===== src/rtl/fla_ram.sv =====
// ----------------------------------------------------------------------------
// fla_ram
// simple dual-port ram, one write and one registered read port
// ----------------------------------------------------------------------------
module fla_ram #(
  parameter int WIDTH = 8,
  parameter int DEPTH = 16
) (
  input  logic                                   clk,
  input  logic                                   we,
  input  logic [(DEPTH > 1 ? $clog2(DEPTH) : 1)-1:0] waddr,
  input  logic [WIDTH-1:0]                       wdata,
  input  logic                                   re,
  input  logic [(DEPTH > 1 ? $clog2(DEPTH) : 1)-1:0] raddr,
  output logic [WIDTH-1:0]                       rdata
);

  logic [WIDTH-1:0] mem [DEPTH];

  always_ff @(posedge clk) begin
    if (we) begin
      mem[waddr] <= wdata;
    end
    if (re) begin
      rdata <= mem[raddr];
    end
  end

endmodule


===== config.mk =====
export PLATFORM = sky130hd
export DESIGN_NAME = fla_ram
export DESIGN_NICKNAME = d
export VERILOG_FILES = /design/src/rtl/fla_ram.sv
export SDC_FILE = /design/constraint.sdc
export NUM_CORES = 1
export LEC_CHECK = 0
export BUFFER_PORTS_ARGS = -buffer_cell sky130_fd_sc_hd__buf_2
export CAP_MARGIN = 20
export CORE_ASPECT_RATIO = 1.5
export CORE_MARGIN = 4
export CORE_UTILIZATION = 60
export CTS_BUF_LIST = sky130_fd_sc_hd__clkbuf_8
export DETAILED_ROUTE_END_ITERATION = 16
export PLACE_DENSITY = 0.75
export SYNTH_ARGS = -nofsm -noshare
export SYNTH_HDL_FRONTEND = slang
export SYNTH_SLANG_ARGS = --single-unit

===== constraint.sdc =====
create_clock -name clk -period 2.3 [get_ports clk]
set_input_delay 0 -clock clk [delete_from_list [all_inputs] [get_ports clk]]
set_output_delay 0 -clock clk [all_outputs]
set_load 0.02 [all_outputs]

==> impl_metrics.py <==
metrics = {
    "status": {
        "run_status": "complete, no violations",
    },
    "clocking": {
        "post_cts_resized": 0,
        "cts_root_buf": "clkbuf_8",
        "h-tree-depth": 4,
        "clock_sinks": 136,
        "cts_buffers": 17,
        "clk_pin_slew_ns": 0.07,
        "cts_setup_buffers": 0,
        "insertion_delay_ns": 0.43,
        "cts_tree": "done",
        "hold_buffers": 9,
        "clockBufferDepth": 2,
    },
    "setup_path": {
        "worstPathCellList": "mux4_2, a22oi_1, nand2_1",
        "critPathMaxFanout": 1,
        "cpPeakStageDelay_ns": 0.49,
        "start_kind": "register",
        "cp.arrival_ns": 1.68,
        "worst-setup-path-type": "reg -> reg",
        "timing.critical_path.required_ns": 2.47,
        "slowest_stage": "mux4_2",
        "cp-end-kind": "register",
    },
    "power": {
        "p_seq_share_pct": 61.7,
        "clockPowerShare_pct": 32.2,
        "p_leak_uw": 0.00203,
        "p_sw_uw": 950,
        "p_sw_share_pct": 20.9,
        "intPower_uw": 3590,
        "power.density_nw_per_um2": 762,
        "p_comb_share_pct": 6.1,
        "power.total_uw": 4540,
        "vdd_drop_max_mv": 0.516,
    },
    "routing": {
        "dr.first_iter.drc_count": 227,
        "firstDrtPassIters": 4,
        "drt_wl_total_mm": 9.86,
        "viasPerCell": 6.08,
        "ant_nets": 0,
        "drc": 0,
        "via_count": 2510,
        "post_drt_wl_per_cell_um": 23.9,
    },
    "grt": {
        "grt_start_max_net_pins": 33,
        "antenna_found_initial": 0,
        "grt_first_pass_wirelength_mm": 15.3,
        "gr-total-overflow": 0,
        "track_usage_pct": 21.2,
        "grt_pass1_vias": 2625,
    },
    "run": {
        "maxCapViolCount": 0,
    },
    "timing": {
        "max_clock_freq_ghz": 0.661,
        "period_share_pct": 65.8,
        "worst_slew_pin_slew_ns": 0.876,
        "setup_violations": 0,
        "hold_viol": 0,
        "rsz0062_at_grt": "false",
        "clock_skew_ns": 0.00490,
        "layout_min_cycle_time_ns": 1.51,
        "slew_headroom_pct": 41.4,
        "slew_viol_final": 0,
        "tns_ns": 0,
    },
    "logic_synthesis": {
        "postSynthAreaPerCell_sq_um": 22.8,
        "synth_nets": 248,
        "synth_cell_types": 18,
        "ys_ff_latch": 136,
        "syn-cell-area_sq_um": 5230,
        "ys_seq_area_share_pct": 78.1,
        "yosysWarnings": 0,
        "synthCells": 229,
    },
    "placed_design": {
        "io_buffers": 26,
        "gp_congestion": 0.774,
        "dp_hpwl_mm": 6.25,
    },
    "layout": {
        "num_antenna_cells": 0,
        "drive_gt1_share_pct": 28.1,
        "area_growth_pct": 14.0,
        "finalNetCount": 314,
        "final_util_pct": 70.4,
    },
    "die": {
        "chipWidth_um": 84.2,
        "core_sq_um": 8460,
        "fp.dieArea_sq_um": 10300,
        "io_pins": 27,
        "start_util_pct": 61.8,
        "die_h_um": 122,
        "row_count": 41,
    },
    "worst_hold_path": {
        "hold_path_class": "in -> reg",
    },
}
==> sequential cells by signal, summed over array words and instances, names as in the netlist <==
register  count
rdata         8
mem         128
==> layout by cell type (no fill, tap or decap) <==
cell | netlist | layout
buf_2 | 3 | 26
mux4_2 | 18 | 18
clkinv_1 | 0 | 7
a22oi_1 | 16 | 16
nor2_1 | 13 | 13
nand3b_1 | 2 | 2
edfxtp_1 | 136 | 136
inv_1 | 0 | 4
clkinv_2 | 0 | 2
mux4_1 | 14 | 14
nor2b_1 | 1 | 1
and2_1 | 1 | 1
nand2b_1 | 2 | 2
and2b_1 | 1 | 1
dlygate4sd3_1 | 0 | 9
clkbuf_8 | 0 | 17
buf_4 | 1 | 21
nor3_1 | 4 | 4
or3b_2 | 1 | 1
nand3_1 | 1 | 1
buf_12 | 0 | 1
nand2_1 | 9 | 9
==> path summary, 6_finish.rpt <==
| path | cells past startpoint | end | slack [ns] | from |
|---|---|---|---|---|
| worst max-delay path | 3 | rdata[7] | 0.79 | mem[3][7] |
| worst min-delay path | 2 | mem[4][0] | 0.06 | waddr[0] |
| worst max register to register | 3 | rdata[7] | 0.79 | mem[3][7] |
| worst min register to register | 3 | rdata[2] | 0.76 | mem[13][2] |
==> power groups by stage <==
stage          Clock, uW  Sequential (uW)  Combinational, uW
2_1_floorplan          0             2870                141
3_3_place_gp           0             2860                259
3_5_place_dp           0             2860                266
4_1_cts             1490             2810                280
5_1_grt             1590             2810                301
6_report            1460             2800                276
==> metrics by stage <==
stage	cells	hold slack [ns]	setup slack (ns)	area, sq um
after CTS	413	0.0109	0.779	5960
after floorplan	229	0.0989	0.807	5230
final	413	0.0576	0.787	5960
after detailed placement	374	0.376	0.681	5580
after global placement	374	0.369	0.709	5580
after global routing	413	0.0548	0.701	5960
==> critical path: cells and delay by family, from the launching register on <==
kind | cells | cell delay (ns)
AND/OR/NAND/NOR | 1 | 0.12
AO/OA/AOI/OAI | 1 | 0.29
multiplexers | 1 | 0.49
flip-flops | 1 | 0.36
==> synth_stat cells (all sizes together) <==
cell type      count  area, sq um
and2b              1         7.51
nor2b              1         6.26
and2               1         6.26
nand3b             2         15.0
nor3               4         20.0
nand3              1         5.00
clkdlybuf4s25      3         30.0
or3b               1         8.76
edfxtp           136         4080
buf                7         56.3
nand2b             2         12.5
nor2              13         48.8
mux4              32          773
nand2              9         33.8
a22oi             16          120
==> layout make-up <==
class / count / area [sq um]
clock buffer: 17 / 234
clock inverter: 13 / 51.3
fill: 542 / 2510
multi-input combinational: 83 / 1060
sequential: 136 / 4080
tap: 107 / 134
timing repair buffer: 57 / 398
==> routing by layer <==
layer,vias up,part of all wire (%),GRT usage (%)
li1,1107,-,-
met1,1274,39,27.5
met2,114,52,34.0
met3,15,6.9,5.44
met4,0,2.0,10.2
met5,-,0,0
==> cells by family (layout without fill, tap and decap cells) <==
kind of cell / count (synthesis) / in the layout / synth area share, %
mux: 32 / 32 / 14.8
buf+inv: 10 / 87 / 1.65
simple gates: 35 / 35 / 3.14
flops: 136 / 136 / 78.1
compound gates: 16 / 16 / 2.30
Power figures use the tool's default switching activity.
